File: config.mk
export PLATFORM = sky130hd
export DESIGN_NAME = lua_comment_stripper_flat
export DESIGN_NICKNAME = d
export VERILOG_FILES = /design/src/sv/lcs_pkg.sv /design/src/sv/lcs_if.sv /design/src/sv/lcs_scanner.sv /design/src/sv/lcs_emitter.sv /design/src/sv/lua_comment_stripper.sv /design/src/flat_wrapper.sv
export SDC_FILE = /design/constraint.sdc
export NUM_CORES = 1
export LEC_CHECK = 0
export ABC_AREA = 1
export BUFFER_PORTS_ARGS = -buffer_cell sky130_fd_sc_hd__buf_2
export CAP_MARGIN = 20
export CELL_PAD_IN_SITES_DETAIL_PLACEMENT = 1
export CELL_PAD_IN_SITES_GLOBAL_PLACEMENT = 2
export CORE_MARGIN = 2
export CORE_UTILIZATION = 32
export DETAILED_ROUTE_END_ITERATION = 7
export PLACE_DENSITY = 0.8
export SYNTH_ARGS = -nofsm -noshare
export SYNTH_HDL_FRONTEND = slang
export SYNTH_SLANG_ARGS = --single-unit
File: constraint.sdc
create_clock -name clk_i -period 3 [get_ports clk_i]
set_clock_uncertainty 0.1 [all_clocks]
set_input_delay 0 -clock clk_i [delete_from_list [all_inputs] [get_ports clk_i]]
set_output_delay 0 -clock clk_i [all_outputs]
set_load 0.005 [all_outputs]
File: src/sv/lcs_pkg.sv
// ----------------------------------------------------------------------------
// lcs_pkg: shared types and constants for the Lua comment stripper
// Character codes, scanner modes and the per-request emission plan.
// ----------------------------------------------------------------------------
package lcs_pkg;

  localparam logic [7:0] CH_DASH = 8'h2D;
  localparam logic [7:0] CH_LBR  = 8'h5B;
  localparam logic [7:0] CH_EQ   = 8'h3D;
  localparam logic [7:0] CH_RBR  = 8'h5D;
  localparam logic [7:0] CH_NL   = 8'h0A;
  localparam logic [7:0] CH_CR   = 8'h0D;
  localparam logic [7:0] CH_SP   = 8'h20;
  localparam logic [7:0] CH_NUL  = 8'h00;

  typedef enum logic [6:0] {
    MODE_NORMAL = 7'b0000001,
    MODE_DASH1  = 7'b0000010,
    MODE_DASH2  = 7'b0000100,
    MODE_OPEN   = 7'b0001000,
    MODE_LINE   = 7'b0010000,
    MODE_LONG   = 7'b0100000,
    MODE_CLOSE  = 7'b1000000
  } mode_e;

  // Fixed part of the emission plan; the space count travels beside it.
  typedef struct packed {
    logic       head_vld;
    logic [7:0] head;
    logic       tail_vld;
    logic [7:0] tail;
    logic       last;
    logic       ovf;
    logic       bare;
  } plan_t;

endpackage

File: src/sv/lcs_if.sv
// ----------------------------------------------------------------------------
// lcs_if: stream channels of the Lua comment stripper
// Input byte channel and output result channel with valid/ready handshake.
// ----------------------------------------------------------------------------
interface lcs_in_if;
  logic       valid;
  logic       ready;
  logic [7:0] in_byte;
  logic       in_last;

  modport source (output valid, output in_byte, output in_last, input ready);
  modport sink (input valid, input in_byte, input in_last, output ready);
endinterface

interface lcs_out_if;
  logic       valid;
  logic       ready;
  logic [7:0] out_byte;
  logic       byte_valid;
  logic       out_last;
  logic       level_overflow;

  modport source (output valid, output out_byte, output byte_valid, output out_last,
                  output level_overflow, input ready);
  modport sink (input valid, input out_byte, input byte_valid, input out_last,
                input level_overflow, output ready);
endinterface

File: src/sv/lcs_scanner.sv
// ----------------------------------------------------------------------------
// lcs_scanner: comment recognizer
// Holds the scan mode and bracket levels and turns each accepted byte into
// an emission plan: optional head byte, a run of spaces, optional tail byte.
// ----------------------------------------------------------------------------
module lcs_scanner #(
  parameter int MAX_LEVEL = 15
) (
  input  logic                                clk_i,
  input  logic                                rst_ni,
  input  logic                                accept_i,
  input  logic [7:0]                          byte_i,
  input  logic                                last_i,
  output lcs_pkg::plan_t                      plan_o,
  output logic [$clog2(MAX_LEVEL + 5) - 1:0]  nsp_o
);

  localparam int PW = $clog2(MAX_LEVEL + 1);
  localparam int CW = $clog2(MAX_LEVEL + 5);
  localparam logic [PW-1:0] MaxPe = PW'(MAX_LEVEL);

  lcs_pkg::mode_e mode_q, mode_d, mode_s;
  logic [PW-1:0]  lvl_q, lvl_d, pe_q, pe_d;
  logic [7:0]     body;
  lcs_pkg::plan_t plan;
  logic [CW-1:0]  nsp;

  always_comb begin
    body = ((byte_i == lcs_pkg::CH_NL) || (byte_i == lcs_pkg::CH_CR)) ? byte_i
                                                                      : lcs_pkg::CH_SP;
    mode_s        = mode_q;
    lvl_d         = lvl_q;
    pe_d          = pe_q;
    nsp           = '0;
    plan.head_vld = 1'b0;
    plan.head     = lcs_pkg::CH_DASH;
    plan.tail_vld = 1'b0;
    plan.tail     = byte_i;
    plan.last     = last_i;
    plan.ovf      = 1'b0;
    plan.bare     = 1'b0;

    unique case (mode_q)
      lcs_pkg::MODE_DASH1: begin
        if (byte_i == lcs_pkg::CH_DASH) begin
          mode_s = lcs_pkg::MODE_DASH2;
        end else begin
          plan.head_vld = 1'b1;
          plan.tail_vld = 1'b1;
          mode_s        = lcs_pkg::MODE_NORMAL;
        end
      end
      lcs_pkg::MODE_DASH2: begin
        if (byte_i == lcs_pkg::CH_LBR) begin
          mode_s = lcs_pkg::MODE_OPEN;
          pe_d   = '0;
        end else begin
          nsp           = CW'(2);
          plan.tail_vld = 1'b1;
          plan.tail     = body;
          mode_s        = (byte_i == lcs_pkg::CH_NL) ? lcs_pkg::MODE_NORMAL
                                                     : lcs_pkg::MODE_LINE;
        end
      end
      lcs_pkg::MODE_OPEN: begin
        if (byte_i == lcs_pkg::CH_EQ) begin
          if (pe_q >= MaxPe) begin
            // The equals run is too long to be a bracket: fall back to a line comment.
            plan.ovf = 1'b1;
            nsp      = CW'(pe_q) + CW'(4);
            pe_d     = '0;
            mode_s   = lcs_pkg::MODE_LINE;
          end else begin
            pe_d = pe_q + PW'(1);
          end
        end else if (byte_i == lcs_pkg::CH_LBR) begin
          lvl_d  = pe_q;
          pe_d   = '0;
          mode_s = lcs_pkg::MODE_LONG;
        end else begin
          nsp           = CW'(pe_q) + CW'(3);
          pe_d          = '0;
          plan.tail_vld = 1'b1;
          plan.tail     = body;
          mode_s        = (byte_i == lcs_pkg::CH_NL) ? lcs_pkg::MODE_NORMAL
                                                     : lcs_pkg::MODE_LINE;
        end
      end
      lcs_pkg::MODE_LINE: begin
        plan.tail_vld = 1'b1;
        plan.tail     = body;
        if (byte_i == lcs_pkg::CH_NL) begin
          mode_s = lcs_pkg::MODE_NORMAL;
        end
      end
      lcs_pkg::MODE_LONG: begin
        if (byte_i == lcs_pkg::CH_RBR) begin
          mode_s = lcs_pkg::MODE_CLOSE;
          pe_d   = '0;
        end else begin
          plan.tail_vld = 1'b1;
          plan.tail     = body;
        end
      end
      lcs_pkg::MODE_CLOSE: begin
        if (byte_i == lcs_pkg::CH_EQ) begin
          if (pe_q >= lvl_q) begin
            nsp    = CW'(pe_q) + CW'(2);
            pe_d   = '0;
            mode_s = lcs_pkg::MODE_LONG;
          end else begin
            pe_d = pe_q + PW'(1);
          end
        end else if (byte_i == lcs_pkg::CH_RBR) begin
          if (pe_q == lvl_q) begin
            mode_s = lcs_pkg::MODE_NORMAL;
            lvl_d  = '0;
          end else begin
            // A failed closer; this bracket may start the next attempt.
            nsp = CW'(pe_q) + CW'(1);
          end
          pe_d = '0;
        end else begin
          nsp           = CW'(pe_q) + CW'(1);
          pe_d          = '0;
          mode_s        = lcs_pkg::MODE_LONG;
          plan.tail_vld = 1'b1;
          plan.tail     = body;
        end
      end
      default: begin
        mode_s = lcs_pkg::MODE_NORMAL;
        if (byte_i == lcs_pkg::CH_DASH) begin
          mode_s = lcs_pkg::MODE_DASH1;
        end else begin
          plan.tail_vld = 1'b1;
        end
      end
    endcase

    mode_d = mode_s;
    if (last_i) begin
      // Flush the pending lookahead. None of these modes has emitted anything yet
      // in this request except a failed closer, whose spaces simply add up.
      case (mode_s)
        lcs_pkg::MODE_DASH1: plan.head_vld = 1'b1;
        lcs_pkg::MODE_DASH2: nsp = CW'(2);
        lcs_pkg::MODE_OPEN:  nsp = CW'(pe_d) + CW'(3);
        lcs_pkg::MODE_CLOSE: nsp = nsp + CW'(pe_d) + CW'(1);
        default: ;
      endcase
      mode_d    = lcs_pkg::MODE_NORMAL;
      lvl_d     = '0;
      pe_d      = '0;
      plan.bare = !plan.head_vld && (nsp == '0) && !plan.tail_vld;
    end
  end

  always_ff @(posedge clk_i or negedge rst_ni) begin
    if (!rst_ni) begin
      mode_q <= lcs_pkg::MODE_NORMAL;
      lvl_q  <= '0;
      pe_q   <= '0;
    end else if (accept_i) begin
      mode_q <= mode_d;
      lvl_q  <= lvl_d;
      pe_q   <= pe_d;
    end
  end

  assign plan_o = plan;
  assign nsp_o  = nsp;

endmodule

File: src/sv/lcs_emitter.sv
// ----------------------------------------------------------------------------
// lcs_emitter: result sequencer
// Holds the plan of the current request and sends one result per cycle into
// the output register while it is not stalled; frees the plan slot as the last result leaves.
// ----------------------------------------------------------------------------
module lcs_emitter #(
  parameter int MAX_LEVEL = 15
) (
  input  logic                                clk_i,
  input  logic                                rst_ni,
  input  logic                                accept_i,
  input  lcs_pkg::plan_t                      plan_i,
  input  logic [$clog2(MAX_LEVEL + 5) - 1:0]  nsp_i,
  output logic                                ready_o,
  lcs_out_if.source                           out_o
);

  localparam int CW = $clog2(MAX_LEVEL + 5);

  lcs_pkg::plan_t plan_q, plan_d, after;
  logic [CW-1:0]  cnt_q, cnt_d, cnt_after;
  logic           cur_empty, after_empty, pick;
  logic [7:0]     pick_byte;
  logic           out_vld_q;
  logic [7:0]     out_byte_q;
  logic           byte_vld_q, out_last_q, ovf_q;

  always_comb begin
    cur_empty = !plan_q.head_vld && (cnt_q == '0) && !plan_q.tail_vld && !plan_q.bare;
    pick      = (!out_vld_q || out_o.ready) && !cur_empty;
    after     = plan_q;
    cnt_after = cnt_q;
    pick_byte = lcs_pkg::CH_NUL;
    // Order within a request: head byte, spaces, tail byte, or a bare end marker.
    if (plan_q.head_vld) begin
      after.head_vld = 1'b0;
      pick_byte      = plan_q.head;
    end else if (cnt_q != '0) begin
      cnt_after = cnt_q - CW'(1);
      pick_byte = lcs_pkg::CH_SP;
    end else if (plan_q.tail_vld) begin
      after.tail_vld = 1'b0;
      pick_byte      = plan_q.tail;
    end else begin
      after.bare = 1'b0;
    end
    after_empty = !after.head_vld && (cnt_after == '0) && !after.tail_vld && !after.bare;
    ready_o     = cur_empty || (pick && after_empty);

    if (accept_i) begin
      plan_d = plan_i;
      cnt_d  = nsp_i;
    end else if (pick) begin
      plan_d = after;
      cnt_d  = cnt_after;
    end else begin
      plan_d = plan_q;
      cnt_d  = cnt_q;
    end
  end

  always_ff @(posedge clk_i or negedge rst_ni) begin
    if (!rst_ni) begin
      plan_q    <= '0;
      cnt_q     <= '0;
      out_vld_q <= 1'b0;
    end else begin
      plan_q <= plan_d;
      cnt_q  <= cnt_d;
      if (pick) begin
        out_vld_q <= 1'b1;
      end else if (out_o.ready) begin
        out_vld_q <= 1'b0;
      end
    end
  end

  always_ff @(posedge clk_i) begin
    if (pick) begin
      out_byte_q <= pick_byte;
      byte_vld_q <= !plan_q.bare || plan_q.head_vld || (cnt_q != '0) || plan_q.tail_vld;
      out_last_q <= plan_q.last && after_empty;
      ovf_q      <= plan_q.ovf;
    end
  end

  assign out_o.valid          = out_vld_q;
  assign out_o.out_byte       = out_byte_q;
  assign out_o.byte_valid     = byte_vld_q;
  assign out_o.out_last       = out_last_q;
  assign out_o.level_overflow = ovf_q;

endmodule

File: src/sv/lua_comment_stripper.sv
// An accepted byte's plan is registered in the emitter's plan slot and each
// result in the output register. Throughput: one byte per cycle while each byte
// yields at most one result and the output is not stalled; a byte with more
// results (at most MAX_LEVEL + 4) holds the input until its last is registered.
// Reset: asynchronous, active low; returns to normal text with no pending lookahead.
// ----------------------------------------------------------------------------
// lua_comment_stripper: top level
// Blanks Lua line and long comments in a byte stream, keeping line structure.
// ----------------------------------------------------------------------------
module lua_comment_stripper #(
  parameter int MAX_LEVEL = 15
) (
  input  logic      clk_i,
  input  logic      rst_ni,
  lcs_in_if.sink    in_i,
  lcs_out_if.source out_o
);

  localparam int CW = $clog2(MAX_LEVEL + 5);

  lcs_pkg::plan_t plan;
  logic [CW-1:0]  nsp;
  logic           ready;
  logic           accept;

  assign in_i.ready = ready;
  assign accept     = in_i.valid && ready;

  lcs_scanner #(
    .MAX_LEVEL (MAX_LEVEL)
  ) u_scanner (
    .clk_i    (clk_i),
    .rst_ni   (rst_ni),
    .accept_i (accept),
    .byte_i   (in_i.in_byte),
    .last_i   (in_i.in_last),
    .plan_o   (plan),
    .nsp_o    (nsp)
  );

  lcs_emitter #(
    .MAX_LEVEL (MAX_LEVEL)
  ) u_emitter (
    .clk_i    (clk_i),
    .rst_ni   (rst_ni),
    .accept_i (accept),
    .plan_i   (plan),
    .nsp_i    (nsp),
    .ready_o  (ready),
    .out_o    (out_o)
  );

endmodule
File: src/flat_wrapper.sv
// flat-port wrapper written by rule: the top's interface ports become plain ports
module lua_comment_stripper_flat 
#(
  parameter int MAX_LEVEL = 15
)
  (clk_i, rst_ni, in_i_valid, in_i_in_byte, in_i_in_last, in_i_ready, out_o_valid, out_o_out_byte, out_o_byte_valid, out_o_out_last, out_o_level_overflow, out_o_ready);
  lcs_in_if in_i_i ();
  lcs_out_if out_o_i ();
  input  logic clk_i;
  input  logic rst_ni;
  input wire logic [$bits(in_i_i.valid)-1:0] in_i_valid;
  input wire logic [$bits(in_i_i.in_byte)-1:0] in_i_in_byte;
  input wire logic [$bits(in_i_i.in_last)-1:0] in_i_in_last;
  output wire logic [$bits(in_i_i.ready)-1:0] in_i_ready;
  output wire logic [$bits(out_o_i.valid)-1:0] out_o_valid;
  output wire logic [$bits(out_o_i.out_byte)-1:0] out_o_out_byte;
  output wire logic [$bits(out_o_i.byte_valid)-1:0] out_o_byte_valid;
  output wire logic [$bits(out_o_i.out_last)-1:0] out_o_out_last;
  output wire logic [$bits(out_o_i.level_overflow)-1:0] out_o_level_overflow;
  input wire logic [$bits(out_o_i.ready)-1:0] out_o_ready;
  assign in_i_i.valid = in_i_valid;
  assign in_i_i.in_byte = in_i_in_byte;
  assign in_i_i.in_last = in_i_in_last;
  assign in_i_ready = in_i_i.ready;
  assign out_o_valid = out_o_i.valid;
  assign out_o_out_byte = out_o_i.out_byte;
  assign out_o_byte_valid = out_o_i.byte_valid;
  assign out_o_out_last = out_o_i.out_last;
  assign out_o_level_overflow = out_o_i.level_overflow;
  assign out_o_i.ready = out_o_ready;
  lua_comment_stripper #(.MAX_LEVEL(MAX_LEVEL)) u_core (.clk_i(clk_i), .rst_ni(rst_ni), .in_i(in_i_i), .out_o(out_o_i));
endmodule
Word-level counts from Yosys, hierarchy flattened
Cells that the tools add are included.

Memory bits (writable): 0. Memories: 0. Memory bits (read-only): 0. Latch bits: 0. Register bits after elaboration: 53.

Shift-type cells: 0. Multipliers: 0. Div/mod/pow operators: 0. Bitwise operators: 0. Reductions and logical operators: 34. Mux-type cells: 74. $add $sub $neg: 9. $lt $le $gt $ge: 2. Equal/unequal tests: 22.

Operators by type and width (number): $mux W5 (15); $mux W7 (9); $mux W4 (13); $mux W21 (2); $pmux W7 S6 (1); $pmux W8 S5 (1); $mux W9 (4); $mux W8 (4); $pmux W5 S3 (2); $eq A8 B4 Y1 const B (2); $eq A8 B6 Y1 const B (2); $eq A8 B7 Y1 const B (2); $mux W1 (16); $pmux W4 S4 (1); $add A4 B2 Y5 const B (3); $logic_not A5 Y1 (3); $ne A3 B3 Y1 const B (5); $eq A7 B2 Y1 const B (2); $eq A7 B3 Y1 const B (2); $eq A7 B4 Y1 const B (2); $eq A7 B7 Y1 const B (2); $logic_and A1 B1 Y1 (11); $logic_not A1 Y1 (9); $pmux W4 S2 (1); 20 further kinds (27).

Logic depth before layout (Yosys ltp)
Gate-level depths: netlist of the first run.

Word-level depth: 14. Mapped depth: 24.

Modules after synthesis
A second synthesis of the first run with hierarchy kept.

Cells, all modules: 552. Area total of the unflattened synthesis: 4010.1 um2.

Modules (own cells, without submodules): lcs_scanner (times used 1, area an instance 2239.6 um2, sequential area each 376.6 um2, cells an instance 348); lcs_emitter (times used 1, area an instance 1762.9 um2, sequential area each 1006.0 um2, cells an instance 202); lua_comment_stripper (times used 1, area an instance 7.5 um2, sequential area each 0.0 um2, cells an instance 2).

Least setup slack after synthesis of the first run
Ideal clock, no wire load.

Path kind: register to register. Start: register u_core.u_scanner.pe_q[0]. End: register u_core.u_emitter.plan_q[0] (netlist name). Cell stages (with the launch flop): 25. Setup slack: -0.005 ns. Period minus slack after synthesis: 3.005 ns. Data required time: 2.827 ns. Data arrival time: 2.832 ns. Path buffers: 0. Path through: dfrtp_1 > inv_1 > ha_1 > nand2_1 > nor2_2 > inv_2 > nand2_1 > nor2_2 > o21ai_0 > nand2_1 > nand2_1 > inv_1 > ha_1 > fa_1 > inv_1 > a31oi_1 > inv_1 > nand2_1 > nand3_1 > nand3_1 > nand2_1 > nand2_1 > nor2_1 > nand2_1 > a21oi_2.

Word-level cells in the longest chain between the ends: 14.

RTL lines: from (decl) (line lcs_scanner.sv:23) `logic [PW-1:0] lvl_q, lvl_d, pe_q, pe_d;`; from (signal assigned) (line lcs_scanner.sv:167) `pe_q <= pe_d;`; $add A4 B1 Y5 / $eq A4 B4 Y1 (equally long branches) (line lcs_scanner.sv:120, lcs_scanner.sv:124, lcs_scanner.sv:115); $mux W5 (line lcs_scanner.sv:115) `if (pe_q == lvl_q) begin`; $mux W5 (line lcs_scanner.sv:114) `end else if (byte_i == lcs_pkg::CH_RBR) begin`; $mux W5 (line lcs_scanner.sv:106) `if (byte_i == lcs_pkg::CH_EQ) begin`; $pmux W5 S3 (line lcs_scanner.sv:43) `unique case (mode_q)`; $add A5 B4 Y5 (line lcs_scanner.sv:149) `lcs_pkg::MODE_CLOSE: nsp = nsp + CW'(pe_d) + CW'(1);`; $add A5 B1 Y5 (line lcs_scanner.sv:149); $pmux W5 S3 (line lcs_scanner.sv:145) `case (mode_s)`; $mux W5 (line lcs_scanner.sv:142) `if (last_i) begin`; $logic_not A5 Y1 (line lcs_scanner.sv:155) `plan.bare = !plan.head_vld && (nsp == '0) && !plan.tail_vld;`; $logic_and A1 B1 Y1 * (2 in a row) (line lcs_scanner.sv:155); $mux W1 * (line lcs_scanner.sv:142); $mux W21 * (line lcs_emitter.sv:50) `if (accept_i) begin`; to (signal assigned) (line lcs_emitter.sv:68) `plan_q <= plan_d;`; to (decl) (line lcs_emitter.sv:20) `lcs_pkg::plan_t plan_q, plan_d, after;`.

Mark *: on every way between the ends. The rest lies on a longest branch, timed or not. The select of a mux whose other input is x is not followed. A chain may end at the register's enable or synchronous reset.

Worst setup path in the final report of the first run
Start: register u_core.u_scanner.pe_q[3]. End: register u_core.u_emitter.plan_q[0] (netlist name).

Same word-level chain as after synthesis.

==> results.md, run 1 <==
* Run status: finished clean
* Worst VDD drop at 570 µV
* Fin. Hold Viols at 0
* Non-Filler Instances at 722
* Post-synth top area share at 22.6%
* Hold depth at 5
* Post-Route WL at 11.7 mm
* Post-synthesis average cell area at 7.44 µm²
* WHS Endpoint: u_core.u_emitter.after[7]$_DFFE_PN0P_
* Max Slew Vio Count at 0
* Pre-CTS setup slack at -0.167 ns
* Worst-skew pair later-pin latency at 0.31 ns
* CP Launch Type: register
* CP Data Arrival Time at 3.08 ns
* Die area at 0.0126 mm²
* Register bit total from synthesis at 46
* Post-DRT Antenna Nets at 0
* Diodes inserted at 0
* Reg clk slew, reported paths at 0.07 ns
* Critical Path Most Common Cell: nand2_1
* Max Cap Violations at 0
* Syn_nets at 534
* Area post-placement at 0.00425 mm²
* DRC at 0
* Tightest Pin Transition at 0.860 ns
* Highest Clock Rate at 0.340 GHz
* FF-to-FF End: u_core.u_emitter.plan_q[0]$_DFFE_PN0P_
* Slowest-stage cell, CP: dfrtp_1
* Post-synthesis sequential area ratio at 32.1%
* Mapped Cells at 505
* Largest net degree at the start of global routing at 36
* RSZ-0062 raised after global routing: true
* Final setup violation count at 0
* Leading area contributor after synthesis: dfrtp_1
* Reg2Reg Setup Slack at 0.06 ns
* CTS tree: built
* Clock tree root driver cell: clkbuf_16
* Clk sinks at 46
* Die Span Y at 112 µm
* Layout area overhead at 26.2%
* Port Buffers at 25
* Layout cell share with drive strength beyond 1 at 34.2%
* Worst Hold Class: primary input to register
* Core box area at 0.0114 mm²
* Overall power at 1.81 mW
* Finished Cell Area at 0.00474 mm²
* Multi-input logic area at 0.00240 mm²
* Hold path startpoint: in_i_in_byte[4]
* Synth Cell Area at 0.00376 mm²
* Initial Utilization at 32.9%
* Starting DRT DRC Count at 167
* Pwr dens at 382 mW/mm²
* Number of synthesized flops with an enable pin at 11
* CP max stage delay at 0.42 ns
* 1st-pass router iterations at 4
* Crit path kind: register to register
* Synth unique cells at 47
* Dpl hpwl at 9.48 mm
* Fillers at 1425
* Via density at 4.98
* Drt wl/cell at 16.3 µm
* Worst-path fanout max at 4
* PnR worst setup slack at 0.0581 ns
* Pleak at 2.34 nW
* Synth async-reset ratio at 76.1%
* Top cells by area, synth: dfrtp_1 (23%), nand2_1 (12%), edfxtp_1 (8.8%)
* CP Capture Type: register
* Vias in the first global route at 3782
* GPL Wtd Cong at 0.855
* Clock buffer depth at 2
* Worst Path Required at 3.14 ns
* Worst-path cell chain: ha_4 > nand2_4 > nor2_4 > nand3_2 > buf_4 > nand3_1 > nand2_1 > nand2_1 > o2111ai_2 > inv_2 > fa_2 > inv_2 > buf_6 > or2_2 > nand3_2 > nand4_1 > nor2_1 > nand2_1 > a21oi_2
* Initial antenna violation count at 0
* Yosys warning count at 0
* RR Startpoint: u_core.u_scanner.pe_q[3]$_DFFE_PN0P_
* Slew Limit Headroom at 42.7%
* GRT overflow at 0
* Final nets at 607
* Min Tclk post-route at 2.94 ns
* Final period utilization at 98.1%
* # IOs at 26
* R2R cell count at 19
* Placed Cells at 697
* All-layer global routing usage at 19.4%
* Setup TNS Final at 0 ns
* Global-route wire length before repair at 19.3 mm
* TritonCTS buffer count at 5
* Register area at 0.00121 mm²
* Top FF cell, synth: dfrtp_1
* Max H-tree Level at 2
* # rows at 39
* Die W at 112 µm
* DR vias at 3597
state kept, by name, indices dropped and copies added (netlist names):
signal                                 count
u_core.u_emitter.after                    11
u_core.u_emitter.out_o.out_byte            8
u_core.u_scanner.mode_q                    7
u_core.u_emitter.cnt_q                     5
u_core.u_scanner.lvl_q                     4
u_core.u_scanner.pe_q                      4
u_core.u_emitter.plan_q                    3
u_core.u_emitter.out_o.byte_valid          1
u_core.u_emitter.out_o.level_overflow      1
u_core.u_emitter.out_o.out_last            1
u_core.u_emitter.out_o.valid               1
layer usage:
layer  share of wire [%]  vias up  track usage (%)
li1                    -     1800                -
met1                  46     1738             25.1
met2                  49       42             33.0
met3                 2.9       17             3.40
met4                 2.0        0             6.18
met5                   0        -                0
worst max path at each step:
stage	startpoint	to	slack [ns]	cells past startpoint
final	u_core.u_scanner.pe_q[3]$_DFFE_PN0P_	u_core.u_emitter.plan_q[0]$_DFFE_PN0P_	0.06	19
after global routing	u_core.u_scanner.lvl_q[2]$_DFFE_PN0P_	u_core.u_emitter.plan_q[0]$_DFFE_PN0P_	-0.11	21
after CTS	u_core.u_scanner.pe_q[1]$_DFFE_PN0P_	u_core.u_emitter.plan_q[0]$_DFFE_PN0P_	0.006	19
after detailed placement	u_core.u_scanner.pe_q[3]$_DFFE_PN0P_	u_core.u_emitter.plan_q[0]$_DFFE_PN0P_	-0.17	19
after global placement	u_core.u_scanner.pe_q[3]$_DFFE_PN0P_	u_core.u_emitter.plan_q[0]$_DFFE_PN0P_	-0.02	19
after floorplan	u_core.u_scanner.pe_q[3]$_DFFE_PN0P_	u_core.u_emitter.plan_q[0]$_DFFE_PN0P_	0.04	23
synthesized netlist by cell type (3+ instances only):
library cell and n:
a21oi_1 13, a31oi_1 5, buf_6 3, dfrtp_1 34, edfxtp_1 11, ha_1 15
inv_1 63, inv_2 12, nand2_1 118, nand2_2 15, nand2_4 10, nand3_1 39
nand3_2 5, nand4_1 7, nor2_1 41, nor2_2 13, nor2_4 7, nor2_8 3
o211ai_1 4, o21ai_0 35, o21ai_1 10, o22ai_1 6, xor2_1 4
cell type report:
type / count / area share, %
Timing Repair Buffer: 73 / 10.8
Clock inverter: 3 / 0.527
Sequential cell: 46 / 25.5
Tap cell: 143 / 3.77
Clock buffer: 5 / 2.64
Multi-Input combinational cell: 375 / 50.5
Inverter: 77 / 6.20
layout by cell type, fill, tap and decap left out, drive strengths merged, types with 6 or more instances in the layout:
| cell | synthesis | final |
|---|---|---|
| ha | 15 | 15 |
| a21oi | 15 | 15 |
| nand4 | 7 | 7 |
| dfrtp | 34 | 34 |
| o22ai | 6 | 6 |
| buf | 5 | 68 |
| nand2 | 144 | 144 |
| edfxtp | 11 | 11 |
| o21ai | 46 | 46 |
| inv | 77 | 78 |
| nor2 | 64 | 64 |
| nand3 | 46 | 46 |
through the flow:
stage,utilization (%),hold WS [ns]
after CTS,39.7,0.0152
final,41.6,0.0169
after floorplan,-,-0.396
after global placement,37.2,0.0618
after global routing,41.6,0.0450
after detailed placement,37.2,0.0634
report_power, final:
part / internal [mW] / switching (mW)
sequential: 0.711 / 0.0518
combinational: 0.176 / 0.285
clock: 0.314 / 0.274
total: 1.20 / 0.611
timing repair:
action,4_1_cts,5_1_grt
hold endpoints to repair,38,0
setup endpoints to repair,4,6
pin swaps,6,17
hold buffers,5,0
buffers inserted,3,9
resized for setup,17,39
cells by family (layout without fill, tap and decap cells):
group,count (synthesis),count (layout),share of synthesized area (%)
buffers and inverters,84,158,9.32
AOI/OAI and AO/OA,85,85,13.2
DFF,46,46,32.1
xor gates and xnor gates,6,6,1.40
and+or+nand+nor,268,268,38.4
adders and majority gates,16,16,5.53
worst max-delay path: cells and delay by family (launching register included):
family	cells	cell delay, ns
DFF	1	0.42
AOI/OAI and AO/OA	2	0.24
buffers and inverters	4	0.45
and+or+nand+nor	11	1.18
adders and majority gates	2	0.50
Power figures use the tool's default switching activity.
==> inputs of run 2 (changes only) <==
--- a/config.mk
+++ b/config.mk
@@ -5,15 +5,15 @@
 export SDC_FILE = /design/constraint.sdc
 export NUM_CORES = 1
 export LEC_CHECK = 0
-export ABC_AREA = 1
 export BUFFER_PORTS_ARGS = -buffer_cell sky130_fd_sc_hd__buf_2
 export CAP_MARGIN = 20
 export CELL_PAD_IN_SITES_DETAIL_PLACEMENT = 1
 export CELL_PAD_IN_SITES_GLOBAL_PLACEMENT = 2
 export CORE_MARGIN = 2
-export CORE_UTILIZATION = 32
+export CORE_UTILIZATION = 34
+export CTS_CLUSTER_DIAMETER = 100
 export DETAILED_ROUTE_END_ITERATION = 7
-export PLACE_DENSITY = 0.8
+export PLACE_DENSITY = 0.81
 export SYNTH_ARGS = -nofsm -noshare
 export SYNTH_HDL_FRONTEND = slang
 export SYNTH_SLANG_ARGS = --single-unit
==> results.md, run 2 <==
* Drt wl/cell at 19.1 µm (+17%)
* Post-synthesis average cell area at 8.40 µm² (+13%)
* Port Buffers at 25 (unchanged)
* Tightest Pin Transition at 1.07 ns (+0.209 ns)
* Highest Clock Rate at 0.293 GHz (-14%)
* Hold WS at 0.0471 ns (+0.0302 ns)
* Initial antenna violation count at 0 (unchanged)
* Pwr dens at 538 mW/mm² (+41%)
* Most numerous cell in the Yosys netlist: nand2_1
* Min Tclk post-route at 3.41 ns (+0.469 ns)
* RSZ-0062 raised after global routing: true
* Failing checks: negative setup slack
* Starting DRT DRC Count at 161 (-3.6%)
* Final nets at 567 (-6.6%)
* WL met3 at 556 µm (+64%)
* # rows at 37 (-5.1%)
* Slew Limit Headroom at 28.5% (-14 points)
* Register bit total from synthesis at 46 (unchanged)
* DRC at 0 (unchanged)
* Vias in the first global route at 4064 (+7.5%)
* Post-Route WL at 12.9 mm (+9.6%)
* Max Cap Violations at 0 (unchanged)
* Final period utilization at 114% (+16 points)
* Worst Hold Class: primary input to register
* Fillers at 1251 (-12%)
* CTS tree: built
* Layout cell share with drive strength beyond 1 at 35.3% (+1.1 points)
* Final setup violation count at 5 (+5)
* Synth Cell Area at 0.00357 mm² (-5.0%)
* TritonCTS buffer count at 5 (unchanged)
* Post-synthesis sequential area ratio at 33.8% (+1.7 points)
* GRT overflow at 0 (unchanged)
* Commonest non-fill, non-tap cell in the layout: buf_4
* Number of synthesized flops with an enable pin at 11 (unchanged)
* Worst VDD drop at 245 µV (-57%)
* Fin. Hold Viols at 0 (unchanged)
* 1st-pass router iterations at 4 (unchanged)
* Diodes inserted at 0 (unchanged)
* Post-synth top area share at 23.8% (+1.2 points)
* Pleak at 2.14 nW (-8.2%)
* CP Data Arrival Time at 3.52 ns (+0.44 ns)
* Top layer reached by signal wires: met4
* CP Depth at 13 (-6)
* Top cells by area, synth: dfrtp_1 (24%), edfxtp_1 (9.3%), ha_1 (5.3%)
* R2R cell count at 13 (-6)
* Worst-path fanout max at 5 (+1)
* Die area at 0.0113 mm² (-10%)
* Initial Utilization at 34.7% (+1.8 points)
* Mapped Cells at 425 (-16%)
* Commonest cells post-synth: nand2_1 (43), o21ai_0 (36), dfrtp_1 (34), nor2_1 (31), a21oi_1 (30)
* Critical Path Most Common Cell: a21oi_2
* Die Span Y at 106 µm (-5.2%)
* Worst-path cell chain: or4_4 > or3_4 > nor3_4 > a221oi_2 > inv_1 > ha_4 > a21o_1 > a21oi_2 > xor2_1 > o21ai_1 > a21oi_2 > nand3b_1 > a221o_1
* Commonest non-fill, non-tap cells in the layout: buf_4 (87), nand2_1 (43), dfrtp_1 (33)
* Hold depth at 4 (-1)
* Multi-input logic area at 0.00251 mm² (+4.8%)
* Clock buffer depth at 2 (unchanged)
* Register area at 0.00121 mm² (-0.10%)
* Max Slew Vio Count at 0 (unchanged)
* Via density at 5.66 (+14%)
* Run status: finished with violations
* Core box area at 0.0103 mm² (-10%)
* Yosys warning count at 0 (unchanged)
* Largest net degree at the start of global routing at 36 (unchanged)
* Routed length on met2 at 6.32 mm (+10%)
* CP max stage delay at 0.59 ns (+0.17 ns)
* PnR worst setup slack at -0.411 ns (-0.469 ns)
* Synth async-reset ratio at 76.1% (unchanged)
* Slowest-stage cell, CP: or4_4
* Max H-tree Level at 2 (unchanged)
* Layout area overhead at 40.3%
* GPL Wtd Cong at 0.935 (+9.3%)
* Worst Path Required at 3.10 ns (-0.04 ns)
* Post-DRT Antenna Nets at 0 (unchanged)
* Dpl hpwl at 9.80 mm (+3.3%)
* Top FF cell, synth: dfrtp_1
* CP Launch Type: register
* Die W at 106 µm (-5.2%)
* Top delay family on crit path: simple AND/OR/NAND/NOR gates
* Crit path kind: register to register
* Clk sinks at 46 (unchanged)
* Global-route wire length before repair at 21.0 mm (+8.6%)
* Syn_nets at 454 (-15%)
* # IOs at 26 (unchanged)
* Synth unique cells at 72 (+53%)
* All-layer global routing usage at 23.5% (+4.2 points)
* DR vias at 3819 (+6.2%)
* Met1 WL at 5.66 mm (+4.3%)
* Reg clk slew, reported paths at 0.10 ns (+0.03 ns)
* Leading area contributor after synthesis: dfrtp_1
* Crit path buf inv count at 1 (-3)
* Clock tree root driver cell: clkbuf_8
* Worst-skew pair later-pin latency at 0.32 ns (about the same)
* Setup TNS Final at -1.54 ns (-1.54 ns)
* CP Capture Type: register
* Largest register FFs at 11 (unchanged)
## run 2: cells by family after synthesis
logic type / synth area share (%)
AND/OR/NAND/NOR: 25.6
AO/OA/AOI/OAI: 27.2
flip-flops: 33.8
buffers and inverters: 4.52
adder cells (fa/ha/maj): 5.82
XOR/XNOR: 2.45
multiplexers: 0.631
## run 2: final timing paths
path | to | startpoint | slack (ns)
min reg2reg | u_core.u_emitter.out_o.level_overflow$_DFFE_PP_ | u_core.u_emitter.after[1]$_DFFE_PN0P_ | 0.37
min in group asynchronous | u_core.u_emitter.after[5]$_DFFE_PN0P_ | rst_ni | 0.23
max in group asynchronous | u_core.u_scanner.pe_q[1]$_DFFE_PN0P_ | rst_ni | 1.96
min | u_core.u_emitter.after[8]$_DFFE_PN0P_ | in_i_in_byte[5] | 0.05
max reg2reg | u_core.u_emitter.cnt_q[3]$_DFFE_PN0P_ | u_core.u_scanner.mode_q[1]$_DFFE_PN0P_ | -0.41
max | u_core.u_emitter.cnt_q[3]$_DFFE_PN0P_ | u_core.u_scanner.mode_q[1]$_DFFE_PN0P_ | -0.41
## run 2: final cells by class
class | instances | area share [%]
Tap cell | 136 | 3.40
Clock buffer | 5 | 1.37
Sequential cell | 46 | 24.1
Clock inverter | 3 | 0.475
Inverter | 21 | 1.62
Multi-Input combinational cell | 337 | 50.1
Timing Repair Buffer | 127 | 18.9
## run 2: tightest hold or removal path, stage by stage
cell	delay (ns)
buf_2	0.11
buf_4	0.13
a21oi_1	0.06
o21ai_0	0.13
## run 2: per-layer routing
metal | up-vias | track usage (%)
met2 | 85 | 40.4
met3 | 21 | 3.92
met1 | 1893 | 29.8
met5 | - | 0
met4 | 0 | 8.53
li1 | 1820 | -
## run 2: power by group
group          total, mW  leakage [nW]  switching [mW]  internal, mW
registers          0.947         0.547           0.131         0.816
clock network      0.413        0.0408           0.246         0.167
logic               1.33          1.56           0.735         0.597
## run 2: metrics by stage
step / util (%) / power (mW) / setup slack, ns / instances / instance area [µm²]
after CTS: 47.2 / 2.64 / -0.401 / 671 / 4850
final: 48.7 / 2.69 / -0.411 / 675 / 5010
after detailed placement: 43.6 / 2.12 / -0.745 / 649 / 4480
after floorplan: - / 1.63 / -0.346 / 425 / 3620
after global routing: 48.7 / 2.89 / -0.546 / 675 / 5010
after global placement: 43.6 / 2.06 / -0.636 / 649 / 4480
## run 2: repair_timing
item / in CTS / in global routing
setup buffers: 5 / 6
gates resized for setup: 33 / 28
hold buffers: 9 / 0
endpoints found under the hold margin: 43 / 0
pin swaps: 13 / 15
endpoints found under the setup margin: 10 / 14
==> inputs of run 3 (changes only) <==
--- a/config.mk
+++ b/config.mk
@@ -14,6 +14,8 @@
 export CTS_CLUSTER_DIAMETER = 100
 export DETAILED_ROUTE_END_ITERATION = 7
 export PLACE_DENSITY = 0.81
+export RECOVER_POWER = 25
+export SLEW_MARGIN = 20
 export SYNTH_ARGS = -nofsm -noshare
 export SYNTH_HDL_FRONTEND = slang
 export SYNTH_SLANG_ARGS = --single-unit
==> results.md, run 3 (same netlist as run 2, synthesis figures left out) <==
* Clock buffer depth at 2 (unchanged)
* P_sw at 1.11 mW (about the same)
* Worst-skew pair later-pin latency at 0.32 ns (about the same)
* PnR worst setup slack at -0.411 ns (-0.000133 ns)
* Area post-placement at 0.00448 mm² (unchanged)
* Vias in the first global route at 4064 (unchanged)
* Clk sinks at 46 (unchanged)
* DR vias at 3819 (unchanged)
* Highest Clock Rate at 0.293 GHz (about the same)
* Global route hottest layer: met2
* Crit path kind: register to register
* Max Cap Violations at 1 (+1)
* Met2 Usage GRT at 40.4% (unchanged)
* Layout cell share with drive strength beyond 1 at 34.9% (-0.37 points)
* Reg clk slew, reported paths at 0.10 ns (about the same)
* Finished Cell Area at 0.00501 mm² (about the same)
* Die area at 0.0113 mm² (unchanged)
* GPL Wtd Cong at 0.935 (unchanged)
* Met3 usage at 3.92% (unchanged)
* Pleak at 2.14 nW (-0.28%)
* # IOs at 26 (unchanged)
* Met1 Track Usage GR at 29.8% (unchanged)
* Port Buffers at 25 (unchanged)
* CP Launch Point: u_core.u_scanner.mode_q[1]$_DFFE_PN0P_
* Setup TNS Final at -1.54 ns (-0.000490 ns)
* Slew Limit Headroom at -40.7% (-69 points)
* Commonest non-fill, non-tap cell in the layout: buf_4
* RSZ-0062 raised after global routing: true
* Failing checks: max-capacitance violations, max-slew violations, negative setup slack
* Run status: finished with violations
* CP Data Arrival Time at 3.52 ns (about the same)
* Fillers at 1251 (unchanged)
* Logic pwr share at 49.5% (about the same)
* Hold path startpoint: in_i_in_byte[5]
* Initial antenna violation count at 0 (unchanged)
* Die Span Y at 106 µm (unchanged)
* Largest register FFs at 11 (unchanged)
* Initial Utilization at 34.7% (unchanged)
* Max H-tree Level at 2 (unchanged)
* Commonest non-fill, non-tap cells in the layout: buf_4 (87), nand2_1 (43), dfrtp_1 (33)
* Layout area overhead at 40.2% (about the same)
* Final period utilization at 114% (about the same)
* TritonCTS buffer count at 5 (unchanged)
* Final nets at 567 (unchanged)
* Worst Path Required at 3.10 ns (about the same)
* Tightest Pin Transition at 2.11 ns (+1.04 ns)
* DRC at 0 (unchanged)
* Via density at 5.66 (unchanged)
* Post-DRT Antenna Nets at 0 (unchanged)
* Max Slew Vio Count at 36 (+36)
* Int Power at 1.58 mW (about the same)
* Min Tclk post-route at 3.41 ns (+0.000133 ns)
* Drt wl/cell at 19.1 µm (about the same)
* Core box area at 0.0103 mm² (unchanged)
* # rows at 37 (unchanged)
* Worst-path fanout max at 5 (unchanged)
* RR Startpoint: u_core.u_scanner.mode_q[1]$_DFFE_PN0P_
* Dpl hpwl at 9.80 mm (unchanged)
* CTS tree: built
* Pwr dens at 538 mW/mm² (about the same)
* Final setup violation count at 5 (unchanged)
* GRT overflow at 0 (unchanged)
* Share of power burned in the clock network at 15.3% (about the same)
* Largest net degree at the start of global routing at 36 (unchanged)
* Post-Route WL at 12.9 mm (about the same)
* Die W at 106 µm (unchanged)
* Global-route wire length before repair at 21.0 mm (unchanged)
* Final core occ at 48.7% (about the same)
* Starting DRT DRC Count at 161 (unchanged)
* Sw frac at 41.3% (about the same)
* Worst Hold Class: primary input to register
* CP Capture Type: register
* Overall power at 2.69 mW (about the same)
* Clock tree root driver cell: clkbuf_8
* CP Launch Type: register
* Diodes inserted at 0 (unchanged)
* Worst VDD drop at 245 µV (about the same)
* 1st-pass router iterations at 4 (unchanged)
* All-layer global routing usage at 23.5% (unchanged)
* Sequential share of power at 35.2% (about the same)
* Fin. Hold Viols at 0 (unchanged)
-- run 3: changes by cell type in the layout (fill, tap and decap cells not counted) --
cell      previous run  this run
buf_2               25        23
clkbuf_1             0         2
-- run 3: through the flow --
| step | setup WS (ns) | hold WS [ns] | cells |
|---|---|---|---|
| global route | -0.546 | 0.0780 | 675 |
| finish | -0.411 | 0.0471 | 675 |
| global placement | -0.636 | 0.0438 | 649 |
| floorplan | -0.346 | -0.396 | 425 |
| detailed placement | -0.745 | 0.0686 | 649 |
| CTS | -0.401 | 0.0512 | 671 |
-- run 3: final timing paths --
| kind | slack (ns) | end | cells past startpoint |
|---|---|---|---|
| setup / recovery | -0.41 | u_core.u_emitter.cnt_q[3]$_DFFE_PN0P_ | 13 |
| hold / removal | 0.05 | u_core.u_emitter.after[8]$_DFFE_PN0P_ | 4 |
| setup reg to reg | -0.41 | u_core.u_emitter.cnt_q[3]$_DFFE_PN0P_ | 13 |
| hold reg to reg | 0.37 | u_core.u_emitter.out_o.level_overflow$_DFFE_PP_ | 0 |
| max in group asynchronous | 0.71 | u_core.u_scanner.pe_q[1]$_DFFE_PN0P_ | 2 |
| min in group asynchronous | 0.72 | u_core.u_emitter.after[5]$_DFFE_PN0P_ | 2 |
-- run 3: critical path, stage by stage (launching register included) --
cell and delay, ns:
dfrtp_1 0.41, or4_4 0.59, or3_4 0.41, nor3_4 0.20, a221oi_2 0.11, inv_1 0.12
ha_4 0.20, a21o_1 0.16, a21oi_2 0.15, xor2_1 0.16, o21ai_1 0.09, a21oi_2 0.15
nand3b_1 0.13, a221o_1 0.32
-- run 3: power groups by stage --
stage                     logic (mW)  clock network, mW  registers [mW]
final                           1.33              0.413           0.948
after global routing            1.47              0.451           0.969
after CTS                       1.28              0.425           0.940
after detailed placement        1.17                  0           0.951
after global placement          1.12                  0           0.940
after floorplan                0.710                  0           0.921
-- run 3: layer usage --
metal / vias to the layer above / part of all wire (%)
li1: 1820 / -
met1: 1895 / 44
met2: 83 / 49
met3: 21 / 4.3
met4: 0 / 2.6
met5: - / 0
-- run 3: timing repair --
action                     4_1_cts  5_1_grt
setup endpoints to repair       10       14
pin swaps                       13       15
hold endpoints to repair        43        0
gates resized for setup         33       28
hold buffers                     9        0
buffers inserted                 5        6
-- run 3: cell type report --
cell class              count  area, µm²  area share, %
flip-flops and latches     46       1210           24.1
well taps                 136        170           3.40
clock inverters             3       23.8          0.475
clock buffers               5       68.8           1.37
inverters                  21       81.3           1.62
multi-input cells         337       2510           50.2
repair buffers            127        942           18.8
